==> src/rtl/euclidean_distance_isqrt_defines.svh <==
// ----------------------------------------------------------------------------
// Euclidean distance assertion macros
// Shared property shorthands for the distance block's checks.
// ----------------------------------------------------------------------------
`ifndef EUCLIDEAN_DISTANCE_ISQRT_DEFINES_SVH
`define EUCLIDEAN_DISTANCE_ISQRT_DEFINES_SVH

// same-cycle implication, skipped while in reset
`define EDI_ASSERT_NOW(label, clk, rst_n, ante, cons, msg) \
    label: assert property (@(posedge clk) disable iff (!rst_n) (ante) |-> (cons)) \
        else $error(msg);

// next-cycle implication, skipped while in reset
`define EDI_ASSERT_NEXT(label, clk, rst_n, ante, cons, msg) \
    label: assert property (@(posedge clk) disable iff (!rst_n) (ante) |=> (cons)) \
        else $error(msg);

`endif

==> src/rtl/edi_pkg.sv <==
// ----------------------------------------------------------------------------
// Euclidean distance package
// Widths, codes and interface types shared by the distance block modules.
// ----------------------------------------------------------------------------
package edi_pkg;

    localparam int VALUE_BITS_DEF = 16;
    localparam int FRAC_BITS_DEF  = 8;
    localparam int SUM_BITS       = 37;
    localparam int DIST_BITS      = 26;
    localparam int SUM_PAIRS      = (SUM_BITS + 1) / 2;
    localparam int QUEUE_DEPTH    = 4;

    localparam logic [SUM_BITS-1:0]  SUM_MAX  = '1;
    localparam logic [DIST_BITS-1:0] DIST_MAX = '1;

    localparam logic       MODE_ALL    = 1'b0;
    localparam logic       MODE_SKIP   = 1'b1;
    localparam logic [2:0] ELEM_SKIP_A = 3'd4;
    localparam logic [2:0] ELEM_SKIP_B = 3'd5;

    typedef enum logic [2:0] {
        ST_IDLE,
        ST_SQUARE,
        ST_ACC,
        ST_ROOT,
        ST_DONE
    } t_back_state;

    typedef struct packed {
        logic full;
        logic empty;
    } t_q_stat;

    typedef struct packed {
        logic pop;
        logic done;
    } t_back_ctl;

endpackage

==> src/rtl/edi_front.sv <==
// ----------------------------------------------------------------------------
// Distance front end
// Accepts element pairs, forms the difference magnitude pushed into the work
// queue and pushes a zero magnitude for skipped elements.
// ----------------------------------------------------------------------------
module edi_front import edi_pkg::*; #(
    parameter int VALUE_BITS = VALUE_BITS_DEF
) (
    input  logic                  i_valid,
    input  logic                  i_mode,
    input  logic [2:0]            i_element,
    input  logic [VALUE_BITS-1:0] i_value_a,
    input  logic [VALUE_BITS-1:0] i_value_b,
    input  logic                  i_last,
    input  t_q_stat               i_q_stat,
    output logic                  o_stall,
    output logic                  o_push,
    output logic [VALUE_BITS:0]   o_mag,
    output logic                  o_last
);

    localparam int MAG_W = VALUE_BITS + 1;

    logic [MAG_W-1:0] diff;
    logic [MAG_W-1:0] mag;
    logic             skip;

    assign diff = {i_value_a[VALUE_BITS-1], i_value_a} - {i_value_b[VALUE_BITS-1], i_value_b};
    assign mag  = diff[MAG_W-1] ? (~diff + MAG_W'(1)) : diff;
    assign skip = (i_mode == MODE_SKIP) &&
                  ((i_element == ELEM_SKIP_A) || (i_element == ELEM_SKIP_B));

    assign o_stall = i_q_stat.full;
    assign o_push  = i_valid && !i_q_stat.full;
    assign o_mag   = skip ? '0 : mag;
    assign o_last  = i_last;

endmodule

==> src/rtl/edi_queue.sv <==
// ----------------------------------------------------------------------------
// Distance work queue
// Short FIFO that decouples the front end from the accumulate and root unit.
// ----------------------------------------------------------------------------
module edi_queue import edi_pkg::*; #(
    parameter int WIDTH = VALUE_BITS_DEF + 2
) (
    input  logic             i_clk,
    input  logic             i_rst_n,
    input  logic             i_push,
    input  logic [WIDTH-1:0] i_data,
    input  logic             i_pop,
    output logic [WIDTH-1:0] o_data,
    output t_q_stat          o_stat
);

    localparam int PTR_W = (QUEUE_DEPTH > 1) ? $clog2(QUEUE_DEPTH) : 1;
    localparam int CNT_W = $clog2(QUEUE_DEPTH + 1);

    logic [WIDTH-1:0] r_mem [QUEUE_DEPTH];
    logic [PTR_W-1:0] r_wr_ptr, n_wr_ptr;
    logic [PTR_W-1:0] r_rd_ptr, n_rd_ptr;
    logic [CNT_W-1:0] r_count, n_count;

    always_comb begin
        n_wr_ptr = r_wr_ptr;
        n_rd_ptr = r_rd_ptr;
        n_count  = r_count;
        if (i_push) begin
            n_wr_ptr = (r_wr_ptr == PTR_W'(QUEUE_DEPTH - 1)) ? '0 : r_wr_ptr + PTR_W'(1);
        end
        if (i_pop) begin
            n_rd_ptr = (r_rd_ptr == PTR_W'(QUEUE_DEPTH - 1)) ? '0 : r_rd_ptr + PTR_W'(1);
        end
        if (i_push && !i_pop) begin
            n_count = r_count + CNT_W'(1);
        end else if (i_pop && !i_push) begin
            n_count = r_count - CNT_W'(1);
        end
    end

    always_ff @(posedge i_clk) begin
        if (!i_rst_n) begin
            r_wr_ptr <= '0;
            r_rd_ptr <= '0;
            r_count  <= '0;
        end else begin
            r_wr_ptr <= n_wr_ptr;
            r_rd_ptr <= n_rd_ptr;
            r_count  <= n_count;
        end
    end

    always_ff @(posedge i_clk) begin
        if (i_push) begin
            r_mem[r_wr_ptr] <= i_data;
        end
    end

    assign o_data       = r_mem[r_rd_ptr];
    assign o_stat.full  = (r_count == CNT_W'(QUEUE_DEPTH));
    assign o_stat.empty = (r_count == '0);

endmodule

==> src/rtl/edi_back.sv <==
// ----------------------------------------------------------------------------
// Distance back end
// Squares queued differences, accumulates with saturation and runs a
// bit-pair square root on the last pair of each query.
// ----------------------------------------------------------------------------
module edi_back import edi_pkg::*; #(
    parameter int VALUE_BITS = VALUE_BITS_DEF,
    parameter int FRAC_BITS  = FRAC_BITS_DEF
) (
    input  logic                 i_clk,
    input  logic                 i_rst_n,
    input  logic [VALUE_BITS:0]  i_mag,
    input  logic                 i_last,
    input  t_q_stat              i_q_stat,
    input  logic                 i_out_stall,
    output t_back_ctl            o_ctl,
    output logic                 o_out_valid,
    output logic [DIST_BITS-1:0] o_distance
);

    localparam int MAG_W = VALUE_BITS + 1;
    localparam int SQ_W  = 2 * MAG_W;
    localparam int ADD_W = ((SQ_W > SUM_BITS) ? SQ_W : SUM_BITS) + 1;
    localparam int NPAIR = SUM_PAIRS + FRAC_BITS;
    localparam int RAD_W = 2 * NPAIR;
    localparam int REM_W = NPAIR + 2;
    localparam int TRY_W = NPAIR + 4;
    localparam int CNT_W = $clog2(NPAIR);
    localparam int CMP_W = (NPAIR > DIST_BITS) ? NPAIR : DIST_BITS;

    t_back_state          r_state, n_state;
    logic [MAG_W-1:0]     r_mag;
    logic                 r_last;
    logic [SQ_W-1:0]      r_sq;
    logic [SUM_BITS-1:0]  r_sum;
    logic [RAD_W-1:0]     r_rad;
    logic [REM_W-1:0]     r_rem;
    logic [NPAIR-1:0]     r_root;
    logic [CNT_W-1:0]     r_cnt;
    logic                 r_out_valid;
    logic [DIST_BITS-1:0] r_dist;

    logic                 do_pop;
    logic                 do_square;
    logic                 do_acc;
    logic                 do_step;
    logic                 do_out;
    logic                 step_end;

    logic [ADD_W-1:0]     sum_wide;
    logic [SUM_BITS-1:0]  sum_next;
    logic [TRY_W-1:0]     try_rem;
    logic [TRY_W-1:0]     trial;
    logic                 take;
    logic [DIST_BITS-1:0] dist_sat;

    assign step_end = (r_cnt == CNT_W'(NPAIR - 1));

    always_comb begin
        n_state = r_state;
        case (r_state)
            ST_IDLE: begin
                if (!i_q_stat.empty) begin
                    n_state = ST_SQUARE;
                end
            end
            ST_SQUARE: n_state = ST_ACC;
            ST_ACC: begin
                n_state = r_last ? ST_ROOT : ST_IDLE;
            end
            ST_ROOT: begin
                if (step_end) begin
                    n_state = ST_DONE;
                end
            end
            ST_DONE: begin
                if (!r_out_valid || !i_out_stall) begin
                    n_state = ST_IDLE;
                end
            end
            default: n_state = ST_IDLE;
        endcase
    end

    always_comb begin
        do_pop    = 1'b0;
        do_square = 1'b0;
        do_acc    = 1'b0;
        do_step   = 1'b0;
        do_out    = 1'b0;
        case (r_state)
            ST_IDLE:   do_pop    = !i_q_stat.empty;
            ST_SQUARE: do_square = 1'b1;
            ST_ACC:    do_acc    = 1'b1;
            ST_ROOT:   do_step   = 1'b1;
            ST_DONE:   do_out    = !r_out_valid || !i_out_stall;
            default: begin
                do_pop = 1'b0;
            end
        endcase
    end

    assign sum_wide = ADD_W'(r_sum) + ADD_W'(r_sq);
    assign sum_next = (sum_wide > ADD_W'(SUM_MAX)) ? SUM_MAX : SUM_BITS'(sum_wide);

    assign try_rem = {r_rem, r_rad[RAD_W-1 -: 2]};
    assign trial   = {2'b00, r_root, 2'b01};
    assign take    = (try_rem >= trial);

    assign dist_sat = (CMP_W'(r_root) > CMP_W'(DIST_MAX)) ? DIST_MAX : DIST_BITS'(r_root);

    always_ff @(posedge i_clk) begin
        if (!i_rst_n) begin
            r_state     <= ST_IDLE;
            r_sum       <= '0;
            r_out_valid <= 1'b0;
        end else begin
            r_state <= n_state;
            if (do_acc) begin
                r_sum <= r_last ? '0 : sum_next;
            end
            if (do_out) begin
                r_out_valid <= 1'b1;
            end else if (!i_out_stall) begin
                r_out_valid <= 1'b0;
            end
        end
    end

    always_ff @(posedge i_clk) begin
        if (do_pop) begin
            r_mag  <= i_mag;
            r_last <= i_last;
        end
        if (do_square) begin
            r_sq <= r_mag * r_mag;
        end
        if (do_acc) begin
            r_rad  <= RAD_W'(sum_next) << (2 * FRAC_BITS);
            r_rem  <= '0;
            r_root <= '0;
            r_cnt  <= '0;
        end
        if (do_step) begin
            r_rad  <= r_rad << 2;
            r_rem  <= take ? REM_W'(try_rem - trial) : REM_W'(try_rem);
            r_root <= {r_root[NPAIR-2:0], take};
            r_cnt  <= r_cnt + CNT_W'(1);
        end
        if (do_out) begin
            r_dist <= dist_sat;
        end
    end

    assign o_ctl.pop   = do_pop;
    assign o_ctl.done  = do_out;
    assign o_out_valid = r_out_valid;
    assign o_distance  = r_dist;

endmodule

==> src/rtl/euclidean_distance_isqrt.sv <==
// Flow: a pair accepted while the back end idles is queued, popped, squared and summed;
// a last pair then adds 19 + FRAC_BITS square root steps and a registered output.
// Throughput: the back end takes a pair only once the last is summed and any root is out;
// the front end takes a pair every cycle while the 4-entry queue has room.
// Reset: synchronous, active low; empties the queue, clears the sum and the output valid.
// ----------------------------------------------------------------------------
// Euclidean distance with integer square root
// Sums squared differences of two vectors element by element and returns the
// fixed-point square root of the sum on the last pair of each query.
// ----------------------------------------------------------------------------
`include "euclidean_distance_isqrt_defines.svh"

module euclidean_distance_isqrt import edi_pkg::*; #(
    parameter int VALUE_BITS = VALUE_BITS_DEF,
    parameter int FRAC_BITS  = FRAC_BITS_DEF
) (
    input  logic                  i_clk,
    input  logic                  i_rst_n,
    input  logic                  i_in_valid,
    output logic                  o_in_stall,
    input  logic                  i_mode,
    input  logic [2:0]            i_element,
    input  logic [VALUE_BITS-1:0] i_value_a,
    input  logic [VALUE_BITS-1:0] i_value_b,
    input  logic                  i_last,
    output logic                  o_out_valid,
    input  logic                  i_out_stall,
    output logic [DIST_BITS-1:0]  o_distance
);

    localparam int ENTRY_W = VALUE_BITS + 2;

    t_q_stat             q_stat;
    t_back_ctl           back_ctl;
    logic                push;
    logic [VALUE_BITS:0] front_mag;
    logic                front_last;
    logic [ENTRY_W-1:0]  q_head;

    edi_front #(
        .VALUE_BITS (VALUE_BITS)
    ) u_front (
        .i_valid   (i_in_valid),
        .i_mode    (i_mode),
        .i_element (i_element),
        .i_value_a (i_value_a),
        .i_value_b (i_value_b),
        .i_last    (i_last),
        .i_q_stat  (q_stat),
        .o_stall   (o_in_stall),
        .o_push    (push),
        .o_mag     (front_mag),
        .o_last    (front_last)
    );

    edi_queue #(
        .WIDTH (ENTRY_W)
    ) u_queue (
        .i_clk   (i_clk),
        .i_rst_n (i_rst_n),
        .i_push  (push),
        .i_data  ({front_last, front_mag}),
        .i_pop   (back_ctl.pop),
        .o_data  (q_head),
        .o_stat  (q_stat)
    );

    edi_back #(
        .VALUE_BITS (VALUE_BITS),
        .FRAC_BITS  (FRAC_BITS)
    ) u_back (
        .i_clk       (i_clk),
        .i_rst_n     (i_rst_n),
        .i_mag       (q_head[VALUE_BITS:0]),
        .i_last      (q_head[ENTRY_W-1]),
        .i_q_stat    (q_stat),
        .i_out_stall (i_out_stall),
        .o_ctl       (back_ctl),
        .o_out_valid (o_out_valid),
        .o_distance  (o_distance)
    );

    `EDI_ASSERT_NOW(a_pop_not_empty, i_clk, i_rst_n, back_ctl.pop, !q_stat.empty, "pop from empty queue")
    `EDI_ASSERT_NOW(a_full_empty_excl, i_clk, i_rst_n, q_stat.full, !q_stat.empty, "queue full and empty")
    `EDI_ASSERT_NEXT(a_push_counts, i_clk, i_rst_n, push && !back_ctl.pop, !q_stat.empty, "push lost")
    `EDI_ASSERT_NOW(a_out_from_root, i_clk, i_rst_n, $rose(o_out_valid), $past(back_ctl.done), "result without root")

endmodule
==> config.mk <==
export PLATFORM = sky130hd
export DESIGN_NAME = euclidean_distance_isqrt
export DESIGN_NICKNAME = d
export VERILOG_FILES = /design/src/rtl/edi_pkg.sv /design/src/rtl/edi_front.sv /design/src/rtl/edi_queue.sv /design/src/rtl/edi_back.sv /design/src/rtl/euclidean_distance_isqrt.sv
export VERILOG_INCLUDE_DIRS = /design/src /design/src/rtl
export SDC_FILE = /design/constraint.sdc
export NUM_CORES = 1
export LEC_CHECK = 0
export ABC_CLOCK_PERIOD_IN_PS = 8300
export BUFFER_PORTS_ARGS = -buffer_cell sky130_fd_sc_hd__buf_4
export CAP_MARGIN = 30
export CORE_MARGIN = 2
export CORE_UTILIZATION = 64
export CTS_CLUSTER_DIAMETER = 30
export DETAILED_ROUTE_END_ITERATION = 10
export PLACE_DENSITY = 0.93
export SYNTH_ARGS = -nofsm -noshare
export SYNTH_HDL_FRONTEND = slang
export SYNTH_SLANG_ARGS = --single-unit
==> constraint.sdc <==
create_clock -name i_clk -period 8.3 [get_ports i_clk]
set_clock_uncertainty 0.1 [all_clocks]
set_input_delay 0.415 -clock i_clk [delete_from_list [all_inputs] [get_ports i_clk]]
set_output_delay 0.415 -clock i_clk [all_outputs]
set_load 0.005 [all_outputs]
==> impl_metrics.env <==
export IMPL_status="complete, no violations"
export IMPL_finalCritPeriodShare_pct=93.58
export IMPL_synth_cells=2289
export IMPL_hold_class="in -> reg"
export IMPL_ys_flop_type="edfxtp_1"
export IMPL_timing_slew_headroom_pct=27.43
export IMPL_period_needed_ns=7.767
export IMPL_vias=17875
export IMPL_cts_resized=0
export IMPL_syn_avg_cell_area_sq_um=10.29
export IMPL_finalNetCount=2791
export IMPL_grt_pass1_vias=19177
export IMPL_syn_area_sq_um=23560
export IMPL_layout_common_cells="inv_1 (350), edfxtp_1 (248), ha_1 (199)"
export IMPL_drv_slew=0
export IMPL_synth_warnings=0
export IMPL_gp_congestion=0.9120
export IMPL_post_cts_setup_buffer_count=0
export IMPL_synth_seq_area_share_pct=35.69
export IMPL_crit_end="u_back.r_sq[32]"
export IMPL_grt_antenna_before_repair=0
export IMPL_required_ns=8.51
export IMPL_cp_arrival_ns=7.98
export IMPL_critical_path_depth=23
export IMPL_path_buf_inv=5
export IMPL_timing_fmax_ghz=0.1288
export IMPL_row_count=70
export IMPL_hpwlAfterDp_mm=38.16
export IMPL_htree_levels=2
export IMPL_via_per_inst=6.239
export IMPL_startpoint="u_back.r_mag[10]"
export IMPL_ys_ff_latch=296
export IMPL_die_area_sq_um=38360
export IMPL_drive_above_1_share_pct=9.011
export IMPL_num_fill_cells=2164
export IMPL_clock_latency_ns=0.57
export IMPL_setup_violations=0
export IMPL_crit_path_start_kind="flop"
export IMPL_ios=69
export IMPL_r2r_slack_ns=0.53
export IMPL_r2r_start="u_back.r_mag[10]"
export IMPL_fp_coreArea_sq_um=36430
export IMPL_grt_pass1_wl_mm=91.82
export IMPL_cpMaxStageDelayCell="edfxtp_1"
export IMPL_cts_tree="yes"
export IMPL_drcViolationCount=0
export IMPL_path_clk_slew_ns=0.06
export IMPL_cp_max_fo=17
export IMPL_grt_max_degree=91
export IMPL_area_growth_pct=11.48
export IMPL_first_iter_violations=1870
export IMPL_slowest_delay_ns=0.88
export IMPL_wire_per_inst_um=19.45
export IMPL_design_area_sq_um=26260
export IMPL_hold_viol=0
export IMPL_synth_cell_types=75
export IMPL_setup_tns_ns=0
export IMPL_cts_buffers_inserted=48
export IMPL_synth_edf_count=248
export IMPL_critical_path_top_delay_family="adder cells"
export IMPL_fp_dieW_um=195.9
export IMPL_tightest_slew_ns=1.089
export IMPL_cts_sinks=296
export IMPL_multi_input_area_sq_um=13580
export IMPL_rr_endpoint="u_back.r_sq[32]"
export IMPL_async_flop_share_pct=0
export IMPL_pre_cts_ws_ns=0.8613
export IMPL_initial_core_util_pct=64.66
export IMPL_crit_type="reg -> reg"
export IMPL_first_pass_iters=8
export IMPL_die_h_um=195.9
export IMPL_rsz0062_at_grt="no"
export IMPL_grt_overflow=0
export IMPL_setup_ws_ns=0.5332
export IMPL_wirelength_mm=55.71
export IMPL_reg2reg_depth=23
export IMPL_final_common_cell="inv_1"
export IMPL_register_area_sq_um=8408
export IMPL_max_cap_violations=0
export IMPL_placed_area_sq_um=24560
export IMPL_ant_nets=0
export IMPL_syn_nets=2723
export IMPL_timing_critical_path_mode_cell="fa_1"
export IMPL_final_util_pct=72.08
export IMPL_diodes=0
export IMPL_cts_buffer_depth=3
export IMPL_numPortBuffers=67
export IMPL_cp_cell_sequence="nand2_1, fa_1, inv_1, fa_1, inv_1, fa_1, inv_1, fa_1, fa_1, inv_1, fa_1, inv_1, ha_1, a21oi_1, o32ai_1, o21ai_0, o311ai_1, o21ai_0, a31oi_1, o41a_1, a211oi_1, a22oi_1, xor2_1"
export IMPL_end_kind="flop"
export IMPL_cts_root_buf="clkbuf_16"
export IMPL_track_usage_pct=29.53
area by class of cell:
type,count,area share [%]
Multi-Input combinational cell,1574,51.69
Sequential cell,296,32.02
Inverter,352,5.040
Clock buffer,51,4.655
Timing Repair Buffer,85,2.587
Tap cell,468,2.230
Clock inverter,39,1.782
how the worst min path moves through the flow:
stage / slack (ns) / endpoint / depth (start not counted) / startpoint
global placement: 0.34 / u_back.r_sum[29] / 2 / u_back.r_sum[29]
finish: 0.04 / u_back.o_out_valid / 3 / i_out_stall
CTS: 0.04 / u_back.o_out_valid / 3 / i_out_stall
global route: 0.03 / u_back.o_out_valid / 3 / i_out_stall
floorplan: 0.33 / u_back.r_sum[0] / 2 / u_back.r_sum[0]
detailed placement: 0.36 / u_back.r_sum[13] / 2 / u_back.r_sum[13]
worst min-delay path, stage by stage:
cell,delay [ns]
buf_4,0.12
nand2_1,0.05
a21boi_0,0.07
stage by stage:
step / instances / hold WS [ns]
global route: 2865 / 0.02987
detailed placement: 2774 / 0.3558
CTS: 2865 / 0.03599
finish: 2865 / 0.03998
global placement: 2769 / 0.3406
floorplan: 2289 / 0.3315
cells in the mapped netlist (all sizes together) (5+ instances only):
| cell type | instances | share of area, % |
|---|---|---|
| nor2b | 25 | 0.66 |
| mux2 | 5 | 0.24 |
| a21boi | 7 | 0.22 |
| o21bai | 15 | 0.49 |
| or2 | 6 | 0.16 |
| o21a | 18 | 0.57 |
| nor3 | 24 | 0.51 |
| nand2b | 13 | 0.35 |
| edfxtp | 248 | 32 |
| nand3 | 26 | 0.55 |
| clkbuf | 62 | 0.99 |
| xor2 | 39 | 1.4 |
| a31oi | 24 | 0.64 |
| ha | 199 | 11 |
| nand4 | 7 | 0.19 |
| or3 | 8 | 0.21 |
| a311o | 5 | 0.21 |
| a31o | 7 | 0.30 |
| o31ai | 6 | 0.19 |
| inv | 351 | 5.6 |
| a21oi | 122 | 2.6 |
| xnor2 | 76 | 2.8 |
| and2 | 79 | 2.1 |
| nor3b | 5 | 0.16 |
| a21o | 51 | 1.6 |
| mux2i | 23 | 0.98 |
| o211ai | 7 | 0.22 |
| a22o | 8 | 0.30 |
| and3 | 12 | 0.32 |
| nand2 | 191 | 3.0 |
| a22oi | 6 | 0.21 |
| o21ai | 80 | 1.7 |
| a211o | 8 | 0.30 |
| buf | 5 | 0.15 |
| dfxtp | 48 | 4.1 |
| mux4 | 18 | 1.7 |
| fa | 194 | 16 |
| nor2 | 198 | 3.2 |
| a211oi | 13 | 0.41 |
flip-flops by register name (all words and copies together) (netlist names):
name	flops
u_back.r_root	27
u_back.o_distance	26
u_back.r_sq	33
u_back.r_mag	17
u_back.r_rem	29
u_back.r_state	3
u_queue.r_mem	72
u_back.r_sum	37
u_back.o_out_valid	1
u_queue.r_wr_ptr	2
u_queue.r_count	3
u_queue.r_rd_ptr	2
u_back.r_cnt	5
u_back.r_last	1
u_back.r_rad	38
routing by layer:
metal	track usage [%]	wire length [um]	vias up
met5	0	0	-
met4	15.38	2754	0
met3	5.003	4174	274
met2	54.21	29280	1034
met1	32.92	19500	8664
li1	-	-	7903
what timing repair did:
action / in CTS / in global routing
hold buffers: 1 / 0
endpoints found under the hold margin: 4 / 0
endpoints found under the setup margin: 0 / 0
cells by family (layout without fill, tap and decap cells):
| logic type | Yosys count | count (layout) | synth area share [%] |
|---|---|---|---|
| adders and majority gates | 393 | 393 | 27.06 |
| AOI/OAI and AO/OA | 412 | 412 | 11.40 |
| and+or+nand+nor | 608 | 608 | 11.89 |
| DFF | 296 | 296 | 35.69 |
| xor gates and xnor gates | 115 | 115 | 4.276 |
| buffers and inverters | 419 | 527 | 6.751 |
| muxes | 46 | 46 | 2.937 |
Power is left out: the tool's default activity adds up to more than one toggle a clock period on the data nets, which glitch-free logic cannot reach.
